$ cat src/hdl/ars_pkg.sv
// Shared types and constants of the activity run segmenter.
package ars_pkg;

	localparam int unsigned CntW = 16;
	localparam int unsigned LenW = 17;
	localparam int unsigned PosW = 32;
	localparam int unsigned CfgIdxW = 2;

	typedef enum logic [1:0] {
		MODE_IDLE = 2'd0,
		MODE_REC = 2'd1,
		MODE_AWAIT = 2'd2
	} mode_t;

	localparam logic OP_FRAME = 1'b0;
	localparam logic OP_FLUSH = 1'b1;

	localparam logic [CfgIdxW-1:0] REG_MIN_PRESENCE = 2'd0;
	localparam logic [CfgIdxW-1:0] REG_MAX_PRESENCE = 2'd1;
	localparam logic [CfgIdxW-1:0] REG_END_GAP = 2'd2;

	localparam logic [CntW-1:0] MIN_PRESENCE_RST = 16'd8;
	localparam logic [CntW-1:0] MAX_PRESENCE_RST = 16'd64;
	localparam logic [CntW-1:0] END_GAP_RST = 16'd5;

	localparam logic [CntW-1:0] CNT_MAX = {CntW{1'b1}};
	localparam logic [LenW-1:0] LEN_MAX = {LenW{1'b1}};

	typedef struct packed {
		logic [CntW-1:0] min_presence;
		logic [CntW-1:0] max_presence;
		logic [CntW-1:0] end_gap;
	} cfg_t;

	typedef struct packed {
		mode_t mode;
		logic [CntW-1:0] presence_count;
		logic [CntW-1:0] empty_run;
		logic [CntW-1:0] release_run;
		logic [PosW-1:0] frame_position;
		logic [PosW-1:0] start_position;
		logic [LenW-1:0] recorded_frames;
	} seg_state_t;

	typedef struct packed {
		logic [PosW-1:0] segment_start;
		logic [LenW-1:0] segment_frames;
		logic [CntW-1:0] presence_frames;
		logic limit_reached;
	} seg_result_t;

endpackage

$ cat src/hdl/activity_run_segmenter_top.sv
// Top level of the activity run segmenter: state, configuration and result register.
//
// Takes one item per transfer: a frame with its presence flag, or a flush at the end of
// the stream. It tracks idle, recording and await-release modes, and for each segment
// that holds enough presence frames it returns one result: the frame position of the
// first presence frame, the length with trailing empty frames trimmed, the presence count
// and whether the maximum count ended it. An item is taken in every cycle when the result
// register is empty or its contents are being transferred out; the only work is the
// next-state logic between the state registers and the result register, so a result
// appears in the cycle after its input transfer and the sustained rate is one item per
// cycle. Configuration writes are registered and apply from the next item on.
module activity_run_segmenter_top import ars_pkg::*; (
	input logic clk,
	input logic arst_n,
	// configuration
	input logic cfg_we,
	input logic [CfgIdxW-1:0] cfg_index,
	input logic [CntW-1:0] cfg_data,
	// input channel
	input logic in_valid,
	output logic in_ready,
	input logic operation,
	input logic has_presence,
	// result channel
	output logic out_valid,
	input logic out_ready,
	output logic [PosW-1:0] segment_start,
	output logic [LenW-1:0] segment_frames,
	output logic [CntW-1:0] presence_frames,
	output logic limit_reached
);

	cfg_t cfg_q;
	seg_state_t st_q;
	seg_state_t st_nxt;
	logic res_valid;
	seg_result_t res;
	seg_result_t res_q;
	logic out_valid_q;
	logic in_xfer;

	// Accept whenever the result register is free or is being drained this cycle.
	assign in_ready = !out_valid_q || out_ready;
	assign in_xfer = in_valid && in_ready;

	// Hold the three thresholds; writes to an unused index are dropped.
	always_ff @(posedge clk or negedge arst_n) begin
		if (!arst_n) begin
			cfg_q.min_presence <= MIN_PRESENCE_RST;
			cfg_q.max_presence <= MAX_PRESENCE_RST;
			cfg_q.end_gap <= END_GAP_RST;
		end else if (cfg_we) begin
			case (cfg_index)
				REG_MIN_PRESENCE: cfg_q.min_presence <= cfg_data;
				REG_MAX_PRESENCE: cfg_q.max_presence <= cfg_data;
				REG_END_GAP: cfg_q.end_gap <= cfg_data;
				default: ;
			endcase
		end
	end

	ars_step u_step (
		.cfg(cfg_q),
		.st(st_q),
		.operation(operation),
		.has_presence(has_presence),
		.nxt(st_nxt),
		.res_valid(res_valid),
		.res(res)
	);

	// Advance the segment state only on an input transfer.
	always_ff @(posedge clk or negedge arst_n) begin
		if (!arst_n) begin
			st_q <= '{mode: MODE_IDLE, default: '0};
		end else if (in_xfer) begin
			st_q <= st_nxt;
		end
	end

	// Result register: load on an input transfer, clear once transferred out.
	always_ff @(posedge clk or negedge arst_n) begin
		if (!arst_n) begin
			out_valid_q <= 1'b0;
		end else if (in_xfer) begin
			out_valid_q <= res_valid;
		end else if (out_ready) begin
			out_valid_q <= 1'b0;
		end
	end

	always_ff @(posedge clk) begin
		if (in_xfer && res_valid) begin
			res_q <= res;
		end
	end

	assign out_valid = out_valid_q;
	assign segment_start = res_q.segment_start;
	assign segment_frames = res_q.segment_frames;
	assign presence_frames = res_q.presence_frames;
	assign limit_reached = res_q.limit_reached;

	// A new result only ever follows an input transfer.
	a_result_needs_input: assert property (@(posedge clk) disable iff (!arst_n)
		$rose(out_valid_q) |-> $past(in_xfer))
		else $error("result appeared without an input transfer");

	// Outside recording the segment counters sit at zero.
	a_idle_counters_clear: assert property (@(posedge clk) disable iff (!arst_n)
		(st_q.mode != MODE_REC) |-> (st_q.presence_count == '0 && st_q.empty_run == '0
			&& st_q.recorded_frames == '0))
		else $error("segment counters not clear outside recording");

	// While recording, at least one frame is counted and the empty run fits inside it.
	a_rec_length_covers_gap: assert property (@(posedge clk) disable iff (!arst_n)
		(st_q.mode == MODE_REC) |-> (st_q.recorded_frames != '0
			&& st_q.recorded_frames >= {1'b0, st_q.empty_run}))
		else $error("recorded length inconsistent with empty run");

	// The release counter only runs while awaiting release.
	a_release_only_await: assert property (@(posedge clk) disable iff (!arst_n)
		(st_q.mode != MODE_AWAIT) |-> (st_q.release_run == '0))
		else $error("release run counting outside await-release");

endmodule

$ cat src/hdl/ars_step.sv
// Next-state and result logic for one transferred item.
module ars_step import ars_pkg::*; (
	input cfg_t cfg,
	input seg_state_t st,
	input logic operation,
	input logic has_presence,
	output seg_state_t nxt,
	output logic res_valid,
	output seg_result_t res
);

	function automatic logic [CntW-1:0] sat_inc(input logic [CntW-1:0] v);
		return (v == CNT_MAX) ? v : v + 1'b1;
	endfunction

	function automatic logic [LenW-1:0] trim(input logic [LenW-1:0] rec,
		input logic [CntW-1:0] er);
		logic [LenW-1:0] er_w;
		er_w = {1'b0, er};
		return (rec >= er_w) ? rec - er_w : '0;
	endfunction

	logic end_seg;
	logic by_limit;
	logic [LenW-1:0] len;
	logic [CntW-1:0] pc_w;
	logic [CntW-1:0] er_w;
	logic [CntW-1:0] rr_w;
	logic [LenW-1:0] rec_w;
	logic [CntW-1:0] pc_b;
	logic [LenW-1:0] rec_b;

	always_comb begin
		nxt = st;
		end_seg = 1'b0;
		by_limit = 1'b0;
		len = '0;
		pc_w = st.presence_count;
		er_w = st.empty_run;
		rr_w = sat_inc(st.release_run);
		pc_b = st.presence_count;
		rec_b = st.recorded_frames;
		rec_w = st.recorded_frames;
		if (operation == OP_FLUSH) begin
			if (st.mode != MODE_REC) begin
				nxt.mode = MODE_IDLE;
				nxt.release_run = '0;
			end else begin
				end_seg = 1'b1;
				len = trim(st.recorded_frames, st.empty_run);
			end
		end else begin
			nxt.frame_position = st.frame_position + 1'b1;
			if (st.mode == MODE_AWAIT) begin
				if (has_presence) begin
					nxt.release_run = '0;
				end else if (rr_w >= cfg.end_gap) begin
					nxt.mode = MODE_IDLE;
					nxt.release_run = '0;
				end else begin
					nxt.release_run = rr_w;
				end
			end else if (st.mode == MODE_REC || has_presence) begin
				// open a segment on the first presence frame
				if (st.mode != MODE_REC) begin
					nxt.mode = MODE_REC;
					nxt.start_position = st.frame_position;
					pc_b = '0;
					rec_b = '0;
					er_w = '0;
				end
				rec_w = (rec_b == LEN_MAX) ? rec_b : rec_b + 1'b1;
				nxt.recorded_frames = rec_w;
				if (has_presence) begin
					pc_w = sat_inc(pc_b);
					er_w = '0;
					nxt.presence_count = pc_w;
					nxt.empty_run = '0;
					if (pc_w >= cfg.max_presence) begin
						end_seg = 1'b1;
						by_limit = 1'b1;
						len = rec_w;
					end
				end else begin
					pc_w = pc_b;
					er_w = sat_inc(er_w);
					nxt.presence_count = pc_b;
					nxt.empty_run = er_w;
					if (er_w >= cfg.end_gap) begin
						end_seg = 1'b1;
						len = trim(rec_w, er_w);
					end
				end
			end
		end
		if (end_seg) begin
			nxt.mode = by_limit ? MODE_AWAIT : MODE_IDLE;
			nxt.release_run = '0;
			nxt.presence_count = '0;
			nxt.empty_run = '0;
			nxt.recorded_frames = '0;
		end
	end

	assign res_valid = end_seg && (pc_w >= cfg.min_presence);
	assign res.segment_start = st.mode == MODE_REC ? st.start_position : st.frame_position;
	assign res.segment_frames = len;
	assign res.presence_frames = pc_w;
	assign res.limit_reached = by_limit;

endmodule
$ cat config.mk
export PLATFORM = sky130hd
export DESIGN_NAME = activity_run_segmenter_top
export DESIGN_NICKNAME = d
export VERILOG_FILES = /design/src/hdl/ars_pkg.sv /design/src/hdl/activity_run_segmenter_top.sv /design/src/hdl/ars_step.sv
export SDC_FILE = /design/constraint.sdc
export NUM_CORES = 1
export LEC_CHECK = 0
export ABC_AREA = 1
export BUFFER_PORTS_ARGS = -buffer_cell sky130_fd_sc_hd__buf_2
export CAP_MARGIN = 20
export CORE_MARGIN = 2
export CORE_UTILIZATION = 57
export CTS_CLUSTER_SIZE = 20
export DETAILED_ROUTE_END_ITERATION = 7
export GPL_TIMING_DRIVEN = 0
export MAX_ROUTING_LAYER = met4
export PLACE_DENSITY = 0.78
export RECOVER_POWER = 100
export SETUP_SLACK_MARGIN = 0.4
export SYNTH_ARGS = -nofsm -noshare
export SYNTH_HDL_FRONTEND = slang
export SYNTH_HIERARCHICAL = 1
export SYNTH_SLANG_ARGS = --single-unit
$ cat constraint.sdc
create_clock -name clk -period 6.9 [get_ports clk]
set_input_delay 0.345 -clock clk [delete_from_list [all_inputs] [get_ports clk]]
set_output_delay 0.345 -clock clk [all_outputs]
set_load 0.02 [all_outputs]
==> summary.txt <==
Placed design
  – Placement Setup Slack: -0.0979 ns
  – HPWL Detailed: roughly 42 mm
  – Buffers on Ports: between 80 and 90
  – Gp weighted congestion: around 1

Clocking
  – CTS Buf Count: 28
  – CTS root buffer: clkbuf_16
  – Worst-Skew Late Latency: between 0.5 and 0.6 ns
  – Maximum clock path buffer count: 3
  – CTS HTree Levels: 1
  – CTS sink count: approximately 250
  – CTS tree: yes
  – Clk pin slew, worst setup/hold paths: around 0.060 ns

Routing
  – Vias per inst: a little under 6
  – Final routed DRC violation total: 0
  – Via count: 16800
  – Final ANT Viol Nets: 0
  – DR pass1 iterations: 6
  – Average wire per cell in the routed design: 18.9 µm
  – Initial DRC count: 1636
  – Final WL: roughly 55 mm

Synthesis
  – Sequential-to-total area share from yosys stat: 37.0%
  – Synthesized net count: roughly 2500
  – Mean area per synthesized cell: around 7.4 µm²
  – Cells after Synth: approximately 2400
  – Async set or reset register ratio after synthesis: between 70% and 80%
  – Number of synthesized flops with an enable pin: 66
  – Synth Warn #: 6
  – Synth unique cells: 65
  – Ys flop type: dfrtp_1
  – #FFs+latches synth: between 200 and 250
  – Mapped Area: 17500 µm²

Die
  – Core ar.: a little over 30000 µm²
  – I/O pin count: 93
  – Die W: 179 µm
  – Initial Util: between 50% and 60%
  – Std cell rows: 64
  – DIE AREA: about 32000 µm²
  – Die height: ~180 µm

Setup path
  – Worst R2R Start: st_q[130]
  – Slowest cell on crit path: dfrtp_1
  – Reg2Reg Setup Slack: 0.50 ns
  – R2r endpoint: segment_start[30]
  – Startpoint types: flop
  – Reg2Reg Depth: 28
  – Worst Setup EP: segment_start[30]
  – Req. time, crit path: approximately 7.2 ns
  – Crit path from: st_q[130]
  – Critical path capture point type: flop
  – Critical path type: reg2reg
  – Crit path arrival time: about 6.7 ns
  – Most used cell, CP: nand2_1
  – CP max FO: 35
  – Crit-path max cell delay: 0.47 ns

GRT
  – Gr usage total: 35.6%
  – Largest net degree at the start of global routing: slightly above 90
  – Vias in the first global route: 15800
  – Initial antenna violation count: 0
  – Total gr overflow: 0
  – First-pass GRT wire length: 86.5 mm

Layout
  – Filler Cell Count: between 2000 and 3000
  – Share of layout cells above drive strength 1: 8.26%
  – Most frequent cells in the layout: nand2_1 (679), inv_1 (276), nand3_1 (226)
  – Area grow syn2layout: 10.3%
  – Most common cell after layout, fill and taps aside: nand2_1
  – Final #Nets: around 2600

Timing
  – Max_slew headroom: -222%
  – Post-layout min period: between 6 and 7 ns
  – Tcrit/Tclk final: between 90 and 100%
  – Max frequency: approximately 0.16 GHz
  – Setup WS post-layout: about 0.50 ns
  – RSZ-0062 raised after global routing: no
  – Min Hold Slack: 0.0466 ns
  – Final hold vios: 0
  – Measured slew at the worst slew-check pin: 4.83 ns
  – Skew final: around 0.026 ns
  – Final slew viol count: a little under 90
  – # setup viols final: 0
  – Setup TNS: 0 ns

Status
  – Status: finished, violations left
  – Failing checks: capacitance limit, slew limit

Power and ir drop
  – Tot Pwr: around 5.4 mW
  – Power share of the combinational group: a little over a third
  – Int Pwr: around 3.2 mW
  – Flop pwr share: between 30% and 40%
  – Worst IR Drop VDD: about 250 µV
  – Leak Pwr: roughly 9.4 nW
  – PD cells: approximately 280 nW/µm²
  – NetSw: between 2 and 2.5 mW
  – Clk network pwr share: approximately 29%
  – Sw Share: 40.1%

Job
  – Max-Cap Viols: 1

Hold path
  – HP Class: in2reg
## worst max-delay path: cells and delay by family, from the launching register on
family	cells	cell delay, ns
AND/OR/NAND/NOR	11	2.00
flip-flops	1	0.47
AO/OA/AOI/OAI	6	1.11
adder cells (fa/ha/maj)	2	0.60
buffers and inverters	9	1.83
## cell type report
type / instances / area, µm² / share of cell area (%)
multi-input combinational: 1738 / 9310 / 48.2
sequential: 246 / 6490 / 33.6
inverter: 287 / 1080 / 5.59
clock buffer: 34 / 796 / 4.12
buffer: 102 / 526 / 2.72
tap: 396 / 495 / 2.56
timing repair buffer: 92 / 443 / 2.29
clock inverter: 18 / 179 / 0.926
antenna: 1 / 2.50 / 0.0130
## layer usage
| metal | routed length [µm] | global-route usage [%] |
|---|---|---|
| met1 | 22800 | 46.1 |
| met2 | 25900 | 57.9 |
| met3 | 4350 | 4.77 |
| met4 | 1980 | 11.9 |
| met5 | 0 | - |
## worst min path at each step
stage,startpoint,to,cells past startpoint
final,cfg_data[3],cfg_q[35],3
after global routing,cfg_data[6],cfg_q[22],3
after CTS,cfg_data[6],cfg_q[22],3
after detailed placement,arst_n,cfg_q[47],1
after global placement,st_q[20],st_q[20],2
after floorplan,arst_n,cfg_q[10],0
## power groups by stage
stage / clock network [mW] / logic, mW / registers [mW]
after floorplan: 0 / 1.37 / 1.89
after global placement: 0 / 1.90 / 1.89
after detailed placement: 0 / 1.95 / 1.90
after CTS: 1.59 / 1.97 / 1.88
after global routing: 1.64 / 2.19 / 1.91
final: 1.57 / 1.98 / 1.88
## sequential cells by signal, indices dropped and copies added (netlist names)
register and flops:
st_q 131, cfg_q 48, segment_start 32, segment_frames 17, presence_frames 16, limit_reached 1
out_valid 1
## stage by stage
stage	utilization [%]	std cells	area, µm²
finish	63.5	2914	19300
global route	63.5	2913	19300
CTS	64.3	2913	19600
detailed placement	60.9	2859	18500
global placement	60.7	2856	18500
floorplan	-	2373	17500
## what timing repair did
item	CTS	global route
endpoints found under the hold margin	84	0
setup buffers	1	0
hold buffers	1	0
pin swaps	1	0
setup endpoints to repair	129	127
resized for setup	6	8
## cell usage after synthesis, types with 6 or more instances
| cell | n | area [µm²] |
|---|---|---|
| a211oi_1 | 7 | 52.6 |
| a21oi_1 | 108 | 541 |
| a22oi_1 | 22 | 165 |
| a32oi_1 | 8 | 70.1 |
| buf_2 | 41 | 205 |
| buf_4 | 20 | 150 |
| buf_6 | 6 | 67.6 |
| clkbuf_1 | 33 | 124 |
| dfrtp_1 | 176 | 4400 |
| edfxtp_1 | 66 | 1980 |
| ha_1 | 99 | 1240 |
| inv_1 | 272 | 1020 |
| inv_2 | 11 | 41.3 |
| nand2_1 | 676 | 2540 |
| nand2_2 | 13 | 81.3 |
| nand3_1 | 224 | 1120 |
| nand3_2 | 9 | 90.1 |
| nand3_4 | 8 | 140 |
| nand4_1 | 52 | 325 |
| nor2_1 | 173 | 649 |
| nor2_2 | 10 | 62.6 |
| nor2_4 | 7 | 78.8 |
| nor3_1 | 29 | 145 |
| nor4_1 | 8 | 50.1 |
| o21a_1 | 6 | 45.0 |
| o21ai_0 | 118 | 591 |
| o21ai_1 | 13 | 65.1 |
| o21ai_2 | 10 | 87.6 |
| xnor2_1 | 26 | 228 |
| xor2_1 | 54 | 473 |
## logic make-up after synthesis
kind of cell	Yosys count	share of synthesized area (%)
AO/OA/AOI/OAI	324	10.7
XOR/XNOR	80	4.00
adder cells (fa/ha/maj)	101	7.30
buffers and inverters	389	9.42
flip-flops	246	37.0
AND/OR/NAND/NOR	1233	31.5
(Power assumes the default switching activity.)
